[src/rtl/cdeq_pkg.sv]
package cdeq_pkg;

  localparam int unsigned DEPTH  = 128;
  localparam int unsigned IDX_W  = (DEPTH > 1) ? $clog2(DEPTH) : 1;
  localparam int unsigned CNT_W  = $clog2(DEPTH + 1);
  localparam int unsigned WORD_W = 32;
  localparam int unsigned IN_TDATA_W  = 32;
  localparam int unsigned OUT_TDATA_W = 40;

  typedef enum logic [1:0] {
    KIND_PUSH_REAR  = 2'd0,
    KIND_PUSH_FRONT = 2'd1,
    KIND_POP_FRONT  = 2'd2,
    KIND_POP_REAR   = 2'd3
  } kind_e;

  typedef enum logic [1:0] {
    ST_DONE  = 2'd0,
    ST_FULL  = 2'd1,
    ST_EMPTY = 2'd2
  } status_e;

  typedef enum logic {
    S_IDLE,
    S_RESP
  } state_e;

  typedef struct packed {
    logic exec;
  } cmd_t;

endpackage

[src/rtl/cdeq_ctrl.sv]
module cdeq_ctrl (
  input  logic          clk_i,
  input  logic          rst_ni,
  input  logic          in_valid_i,
  output logic          in_ready_o,
  output logic          out_valid_o,
  input  logic          out_ready_i,
  output cdeq_pkg::cmd_t cmd_o
);
  import cdeq_pkg::*;

  state_e state_q, state_d;

  always_ff @(posedge clk_i or negedge rst_ni) begin
    if (!rst_ni) begin
      state_q <= S_IDLE;
    end else begin
      state_q <= state_d;
    end
  end

  always_comb begin
    state_d     = state_q;
    in_ready_o  = 1'b0;
    out_valid_o = 1'b0;
    cmd_o.exec  = 1'b0;
    unique case (state_q)
      S_IDLE: begin
        in_ready_o = 1'b1;
        if (in_valid_i) begin
          cmd_o.exec = 1'b1;
          state_d    = S_RESP;
        end
      end
      S_RESP: begin
        out_valid_o = 1'b1;
        if (out_ready_i) begin
          state_d = S_IDLE;
        end
      end
      default: state_d = S_IDLE;
    endcase
  end

endmodule

[src/rtl/cdeq_dp.sv]
module cdeq_dp (
  input  logic                          clk_i,
  input  logic                          rst_ni,
  input  cdeq_pkg::cmd_t                cmd_i,
  input  cdeq_pkg::kind_e               kind_i,
  input  logic [cdeq_pkg::WORD_W-1:0]   push_value_i,
  output logic [cdeq_pkg::WORD_W-1:0]   pop_value_o,
  output cdeq_pkg::status_e             status_o,
  output logic                          is_empty_o,
  output logic                          is_full_o
);
  import cdeq_pkg::*;

  localparam logic [IDX_W-1:0] IdxLast = IDX_W'(DEPTH - 1);
  localparam logic [CNT_W-1:0] CntFull = CNT_W'(DEPTH);

  logic [WORD_W-1:0] mem [DEPTH];

  logic [IDX_W-1:0] head_q, head_d, tail_q, tail_d;
  logic [CNT_W-1:0] cnt_q, cnt_d;
  logic [IDX_W-1:0] head_nxt, head_prv, tail_nxt, tail_prv, addr;
  logic             we, re;
  status_e          status_d, status_q;
  logic [WORD_W-1:0] rd_q;
  logic             pop_ok_q, empty_q, full_q;

  assign head_nxt = (head_q == IdxLast) ? '0 : head_q + 1'b1;
  assign head_prv = (head_q == '0) ? IdxLast : head_q - 1'b1;
  assign tail_nxt = (tail_q == IdxLast) ? '0 : tail_q + 1'b1;
  assign tail_prv = (tail_q == '0) ? IdxLast : tail_q - 1'b1;

  always_comb begin
    head_d   = head_q;
    tail_d   = tail_q;
    cnt_d    = cnt_q;
    addr     = head_q;
    we       = 1'b0;
    re       = 1'b0;
    status_d = ST_DONE;
    unique case (kind_i)
      KIND_PUSH_REAR, KIND_PUSH_FRONT: begin
        if (cnt_q == CntFull) begin
          status_d = ST_FULL;
        end else begin
          we    = cmd_i.exec;
          cnt_d = cnt_q + 1'b1;
          if (kind_i == KIND_PUSH_REAR) begin
            addr   = tail_q;
            tail_d = tail_nxt;
          end else begin
            addr   = head_prv;
            head_d = head_prv;
          end
        end
      end
      KIND_POP_FRONT, KIND_POP_REAR: begin
        if (cnt_q == '0) begin
          status_d = ST_EMPTY;
        end else begin
          re    = cmd_i.exec;
          cnt_d = cnt_q - 1'b1;
          if (kind_i == KIND_POP_FRONT) begin
            addr   = head_q;
            head_d = head_nxt;
          end else begin
            addr   = tail_prv;
            tail_d = tail_prv;
          end
        end
      end
      default: status_d = ST_DONE;
    endcase
  end

  always_ff @(posedge clk_i) begin
    if (we) begin
      mem[addr] <= push_value_i;
    end
    if (re) begin
      rd_q <= mem[addr];
    end
  end

  always_ff @(posedge clk_i or negedge rst_ni) begin
    if (!rst_ni) begin
      head_q <= '0;
      tail_q <= '0;
      cnt_q  <= '0;
    end else if (cmd_i.exec) begin
      head_q <= head_d;
      tail_q <= tail_d;
      cnt_q  <= cnt_d;
    end
  end

  always_ff @(posedge clk_i) begin
    if (cmd_i.exec) begin
      status_q <= status_d;
      pop_ok_q <= re;
      empty_q  <= (cnt_d == '0);
      full_q   <= (cnt_d == CntFull);
    end
  end

  assign pop_value_o = pop_ok_q ? rd_q : '0;
  assign status_o    = status_q;
  assign is_empty_o  = empty_q;
  assign is_full_o   = full_q;

endmodule

[src/rtl/circular_double_ended_queue.sv]
// Double-ended queue of DEPTH (128) signed 32-bit words in a circular store.
// tuser selects push rear, push front, pop front or pop rear; every accepted
// transaction returns one result with the popped word (zero unless a pop
// succeeded), a status (done, push rejected full, pop rejected empty) and the
// empty/full flags after the request. One request is in flight at a time:
// the request is executed in the accept cycle (one access to the single-port
// store plus the pointer update) and its result is offered the next cycle. The
// next request is accepted only after the result transaction completes.
module circular_double_ended_queue (
  input  logic                                clk_i,
  input  logic                                rst_ni,
  input  logic                                s_axis_tvalid,
  output logic                                s_axis_tready,
  input  logic [cdeq_pkg::IN_TDATA_W-1:0]     s_axis_tdata,   // [31:0] push_value
  input  logic [1:0]                          s_axis_tuser,   // [1:0] kind
  output logic                                m_axis_tvalid,
  input  logic                                m_axis_tready,
  output logic [cdeq_pkg::OUT_TDATA_W-1:0]    m_axis_tdata    // [31:0] pop_value,
                                                              // [33:32] status,
                                                              // [34] is_empty,
                                                              // [35] is_full,
                                                              // [39:36] zero
);
  import cdeq_pkg::*;

  cmd_t              cmd;
  logic [WORD_W-1:0] pop_value;
  status_e           status;
  logic              is_empty, is_full;

  cdeq_ctrl u_ctrl (
    .clk_i       (clk_i),
    .rst_ni      (rst_ni),
    .in_valid_i  (s_axis_tvalid),
    .in_ready_o  (s_axis_tready),
    .out_valid_o (m_axis_tvalid),
    .out_ready_i (m_axis_tready),
    .cmd_o       (cmd)
  );

  cdeq_dp u_dp (
    .clk_i        (clk_i),
    .rst_ni       (rst_ni),
    .cmd_i        (cmd),
    .kind_i       (kind_e'(s_axis_tuser)),
    .push_value_i (s_axis_tdata),
    .pop_value_o  (pop_value),
    .status_o     (status),
    .is_empty_o   (is_empty),
    .is_full_o    (is_full)
  );

  assign m_axis_tdata = {4'b0000, is_full, is_empty, status, pop_value};

endmodule

[config.mk]
export PLATFORM = sky130hd
export DESIGN_NAME = circular_double_ended_queue
export DESIGN_NICKNAME = d
export VERILOG_FILES = /design/src/rtl/cdeq_pkg.sv /design/src/rtl/cdeq_ctrl.sv /design/src/rtl/cdeq_dp.sv /design/src/rtl/circular_double_ended_queue.sv
export SDC_FILE = /design/constraint.sdc
export NUM_CORES = 2
export LEC_CHECK = 0
export BUFFER_PORTS_ARGS = -buffer_cell sky130_fd_sc_hd__buf_2
export CAP_MARGIN = 25
export CELL_PAD_IN_SITES_DETAIL_PLACEMENT = 0
export CELL_PAD_IN_SITES_GLOBAL_PLACEMENT = 1
export CORE_ASPECT_RATIO = 0.75
export CORE_MARGIN = 3
export CORE_UTILIZATION = 54
export DETAILED_ROUTE_END_ITERATION = 7
export PLACE_DENSITY_LB_ADDON = 0.1
export SETUP_SLACK_MARGIN = 0.15
export SLEW_MARGIN = 20
export SYNTH_ARGS = -nofsm -noshare
export SYNTH_HDL_FRONTEND = slang
export SYNTH_SLANG_ARGS = --single-unit
[constraint.sdc]
create_clock -name clk_i -period 6.5 [get_ports clk_i]
set_input_delay 0.325 -clock clk_i [delete_from_list [all_inputs] [get_ports clk_i]]
set_output_delay 0.325 -clock clk_i [all_outputs]
set_load 0.02 [all_outputs]
Yosys cells after proc, flatten, opt, wreduce, memory -nomap -nowiden

Memory sizes are Yosys's and may differ from the RTL's. A register that Yosys moved wholly into a read port is not among the register bits.
Cells that the tools add are included.

Bits in registers: 28
Bits in writable memories: 4096
Logic and storage cells: 76
Memories: 1

Memories:

| name     | depth | bits a word | read ports | clocked after memory_dff | write ports | line          | source |
|---|---|---|---|---|---|---|---|
| u_dp.mem | 128   | 32          | 1          | 1                        | 1           | cdeq_dp.sv:17 | `logic [WORD_W-1:0] mem [DEPTH];` |

Add/subtract/negate cells: 6
Equality and inequality tests: 13
Mux-type cells: 38
Bitwise logic cells: 1
Reductions and logical operators: 9

Operators by type and width:

| operator                                                                | number |
|---|---|
| 7-bit 2-to-1 mux                                                        | 16 |
| 7-bit one-hot mux with 2 select lines                                   | 3 |
| 32-bit 2-to-1 mux                                                       | 1 |
| 8-bit equality test, second input constant                              | 2 |
| 8-bit zero test                                                         | 2 |
| 8-bit 2-to-1 mux                                                        | 2 |
| 8-bit one-hot mux with 2 select lines                                   | 1 |
| 7-bit by 1-bit adder with 7-bit output, second input constant           | 2 |
| 7-bit equality test, second input constant                              | 2 |
| 7-bit zero test                                                         | 2 |
| 7-bit by 1-bit subtractor with 7-bit output, second input constant      | 2 |
| 1-bit 2-to-1 mux                                                        | 12 |
| 5-bit AND reduction                                                     | 2 |
| 8-bit by 1-bit adder with 8-bit output, second input constant           | 1 |
| 2-bit inequality test, second input constant                            | 4 |
| 8-bit by 1-bit subtractor with 8-bit output, second input constant      | 1 |
| 2-bit equality test, second input constant                              | 2 |
| 2-bit by 1-bit inequality test with 1-bit output, second input constant | 2 |
| 2-bit one-hot mux with 2 select lines                                   | 1 |
| 2-bit OR reduction                                                      | 2 |
| 2-bit by 1-bit equality test with 1-bit output, second input constant   | 1 |
| 2-bit zero test                                                         | 1 |
| 2-bit 2-to-1 mux                                                        | 1 |
| 1-bit one-hot mux with 2 select lines                                   | 1 |
| 1-bit NOT                                                               | 1 |

Longest topological paths before layout

Depth after elaboration: 6
Depth in mapped cells: 19
Mapped depth without buffers: 12

Cells and area by module

From an unflattened synthesis, not the netlist that was laid out.

Cells, all modules: 10091
Area total of the unflattened synthesis: 163398.0 sq um

Modules (own cells, without submodules):

| module                      | times used | cells an instance | area each (sq um) |
|---|---|---|---|
| cdeq_dp                     | 1          | 10080             | 163304.1 |
| circular_double_ended_queue | 1          | 7                 | 48.8 |
| cdeq_ctrl                   | 1          | 4                 | 45.0 |

Worst setup path after synthesis

Ideal clock, no wire load.

Path type: register to register
Start: register u_dp.cnt_q[0]
End: memory u_dp.mem[105][0] (enable)
Setup time: 0.421 ns
Arrival time: 4.670 ns
Data required time: 6.079 ns
Setup slack: 1.409 ns
Cell stages (with the launch flop): 17
Path buffers: 7
Period minus slack after synthesis: 5.091 ns
Cell sequence: dfrtp_1 inv_1 ha_1 or4b_1 buf_2 o31ai_4 o32a_2 nand2_2 buf_6 buf_4 buf_2 buf_2 buf_2 nor2_1 nand2_1 buf_2 nor2_1

Word-level cells in the longest chain between the ends: 5

Ends and longest elaborated chain:

| item                                   | line          | source |
|---|---|---|
| start: declaration                     | cdeq_dp.sv:20 | `logic [CNT_W-1:0] cnt_q, cnt_d;` |
| start signal: assignment               | cdeq_dp.sv:92 | `cnt_q <= cnt_d;` |
| 8-bit equality test                    | cdeq_dp.sv:42 | `if (cnt_q == CntFull) begin` |
| 1-bit 2-to-1 mux                       | cdeq_dp.sv:42 |  |
| 1-bit 2-to-1 mux                       | cdeq_dp.sv:40 | `unique case (kind_i)` |
| 1-bit 2-to-1 mux                       | cdeq_dp.sv:76 | `if (we) begin` |
| 1-bit 2-to-1 mux (implied by the code) | cdeq_dp.sv:77 | `mem[addr] <= push_value_i;` |
| end: declaration                       | cdeq_dp.sv:17 |  |

Several ways; a longest one is shown, not always the timed one.

Final worst setup path

Start: register u_dp.cnt_q[0]
End: register u_dp.rd_q[23] (read register of u_dp.mem), data pin

Word-level cells in the longest chain between the ends: 3

Ends and longest elaborated chain:

| item                                                                             | line                         | source |
|---|---|---|
| 8-bit equality test / 8-bit zero test (equally long branches)                    | cdeq_dp.sv:42, cdeq_dp.sv:57 |  |
| 7-bit 2-to-1 mux, or another cell as far along                                   | cdeq_dp.sv:42                |  |
| 7-bit one-hot mux with 2 select lines / 1-bit 2-to-1 mux (equally long branches) | cdeq_dp.sv:40                |  |
| end: declaration                                                                 | cdeq_dp.sv:24                | `logic [WORD_W-1:0] rd_q;` |

Several ways; a longest one is shown, not always the timed one.
A chain may end at the register's enable or synchronous reset.

==> metrics <==
status completed; largest stage delay on the critical path 860 ps; TritonCTS buffer count roughly 400; Main synth FF type edfxtp_1; Relative slew margins 0.217; global route overflow 0; fin crit share 0.939; post-synthesis async set-or-reset flop share 0.00553; Synth Instances 11600; H-Tree Level Count 5; CTS sink count approximately 4200; worst path bufs/invs 6; clock-pin slew on the worst setup and hold paths 70 ps; routability congestion estimate 0.950; die height 484 um; pwr/cell area 462 nW/um^2; Final Max Tran Viols 0; Ports 80; Hold Startpoint s_axis_tdata[10]; Max Clock Freq 164 MHz; Vias per Instance 6.62; DR top layer met5; deepest clock path buffer count 4; initial antenna violation count 81; setup TNS 0 ps; largest net degree at the start of global routing 129; Vias 109000; initial DRC count 20000; layout cells sized above 1 0.137; leakage 0.0631 uW; cells along the critical path inv_1, ha_1, nor4b_4, nand4_1, a21oi_1, or3_4, buf_12, buf_4, buf_4, a211oi_1, a31oi_1, o22ai_1, o21ai_0, buf_4, o311ai_1, buf_4; Wirelength per Cell ~35 um; Startpoint Class register; number of enable flip-flop cells after synthesis 4133; P&R area growth vs syn 14.0%; hold slack final 45.6 ps; Syn Area/Cell between 10 and 15 um^2; Detail Route met3 WL roughly 84 mm; Yosys top cell by area edfxtp_1; WL met2 243 mm; fin crit period ~6000 ps; Nets 12000; # DRC 0; HPWL after DPL 346 mm; Tightest Pin Transition around 1200 ps; M1 WL roughly 220 mm; first-pass GRT wire length 795 mm; number of global-route vias before repair roughly 99000; die width approximately 640 um; buffers added on ports between 70 and 80; Placed Cells 15600; DRT Pass-1 Iters 7; distinct cell type count after synthesis 85; fill cell count 22200; post-synth top area share 0.753; Reg2Reg Launch Point u_dp.cnt_q[0]; synth top area cells edfxtp_1 75%, nand2_1 6.3%, nand3_1 5.1%; Worst-Skew Late Latency 950 ps; clock root buffer master clkbuf_16; Most Frequent Cell on Critical Path buf_4; Worst setup startpoint u_dp.cnt_q[0]; WS Path Type reg2reg; sequential area share after synthesis 0.757; Max-Cap Viols 0; crit path DAT about 7000 ps; die area 312000 um^2; commonest non-fill, non-tap cell in the layout edfxtp_1; antenna-violating nets left 0; Tot Pwr between 80000 and 90000 uW; Final Setup Violations 0; Yosys warning count 0; post-CTS setup buffer count 0; RSZ-0062 raised after global routing no; core area 302000 um^2; Mapped Area 165000 um^2; CP max-delay cell a21oi_1; Worst path top cell family by delay compound AO/OA/AOI/OAI gates; most frequent cells in the layout 4133 x edfxtp_1, 2754 x nand2_1, 1669 x nand3_1; Tot GR Track Use 0.365; row count between 150 and 200; Hold Path Class in2reg; FF+latch count, synth 4156; peak supply drop 469 uV; endpoints failing hold 0; Initial Util 0.546; worst-path maximum fanout 51; CP required about 7200 ps; CTS tree yes; CP Capture Type register; area of the multi-input gates 37700 um^2; final WL 579 mm; register area 125000 um^2; clock skew 54.3 ps; Post-Layout Cell Count ~16000
area by class of cell:
class	instances	area share
Inverter	17	0.000340
Timing Repair Buffer	778	0.0407
Antenna cell	38	0.000506
Sequential cell	4156	0.664
Clock buffer	484	0.0558
Tap cell	4048	0.0270
Clock inverter	238	0.0108
Multi-Input combinational cell	6635	0.201
state kept, by name, indices dropped and copies added (netlist names):
signal           flops
u_dp.mem          4096
u_dp.rd_q           32
u_dp.cnt_q           8
u_dp.head_q          7
u_dp.tail_q          7
u_dp.status_o        2
u_ctrl.state_q       1
u_dp.is_empty_o      1
u_dp.is_full_o       1
u_dp.pop_ok_q        1
repair_timing:
| item | in CTS | in global routing |
|---|---|---|
| hold buffers | 26 | 2 |
| gates resized for setup | 0 | 1 |
| hold endpoints to repair | 628 | 65 |
| endpoints found under the setup margin | 0 | 1 |
stage by stage:
step | util | setup slack, ps | cell area, um^2
after global routing | 0.623 | 280 | 188000
final | 0.623 | 396 | 188000
after floorplan | - | 1410 | 165000
after global placement | 0.579 | 20.5 | 175000
after CTS | 0.622 | 393 | 188000
after detailed placement | 0.579 | 433 | 175000
routing by layer:
metal | global-route usage | up-vias
li1 | - | 44600
met1 | 0.542 | 55200
met2 | 0.506 | 7728
met3 | 0.104 | 993
met4 | 0.151 | 34
met5 | 0.00475 | -
logic make-up after synthesis:
| logic type | count (synthesis) | share of synthesized area |
|---|---|---|
| adders and majority gates | 13 | 0.000987 |
| AOI/OAI and AO/OA | 1103 | 0.0453 |
| other | 1 | 0.0000228 |
| buffers and inverters | 801 | 0.0220 |
| and+or+nand+nor | 5107 | 0.136 |
| DFF | 4156 | 0.757 |
| xor gates and xnor gates | 12 | 0.000638 |
| muxes | 396 | 0.0377 |
power by group:
group / internal [uW] / switching (uW)
Sequential: 29900 / 326
Combinational: 9500 / 24300
Clock: 12700 / 10100
Total: 52100 / 34700
synth_stat cells (35+ instances only):
master,instances
nor2_1,191
nand3_1,1675
mux2i_1,217
mux4_2,179
nand4_1,104
buf_1,122
nand2_1,2764
o22ai_1,65
and2_1,35
clkbuf_1,272
a311oi_1,38
a31oi_1,194
o21ai_0,88
a211oi_1,252
edfxtp_1,4133
a21oi_1,237
a32oi_1,42
and3_1,207
buf_2,355
nor4_1,42
nor3_1,39
final timing paths:
check,end,slack [ps],cells past startpoint
max,u_dp.rd_q[23],400,16
max in group asynchronous,u_dp.tail_q[3],5920,4
min,u_dp.mem[75][10],50,1
min in group asynchronous,u_dp.head_q[1],410,4
min reg2reg,u_dp.tail_q[6],580,1
max reg2reg,u_dp.rd_q[23],400,16
worst register-to-register path, stage by stage (launching register included):
cell and delay, ps:
dfrtp_1 430, inv_1 130, ha_1 190, nor4b_4 410
nand4_1 140, a21oi_1 860, or3_4 760, buf_12 380
buf_4 430, buf_4 280, a211oi_1 90, a31oi_1 280
o22ai_1 120, o21ai_0 780, buf_4 310, o311ai_1 120
buf_4 170
(Power assumes the default switching activity.)
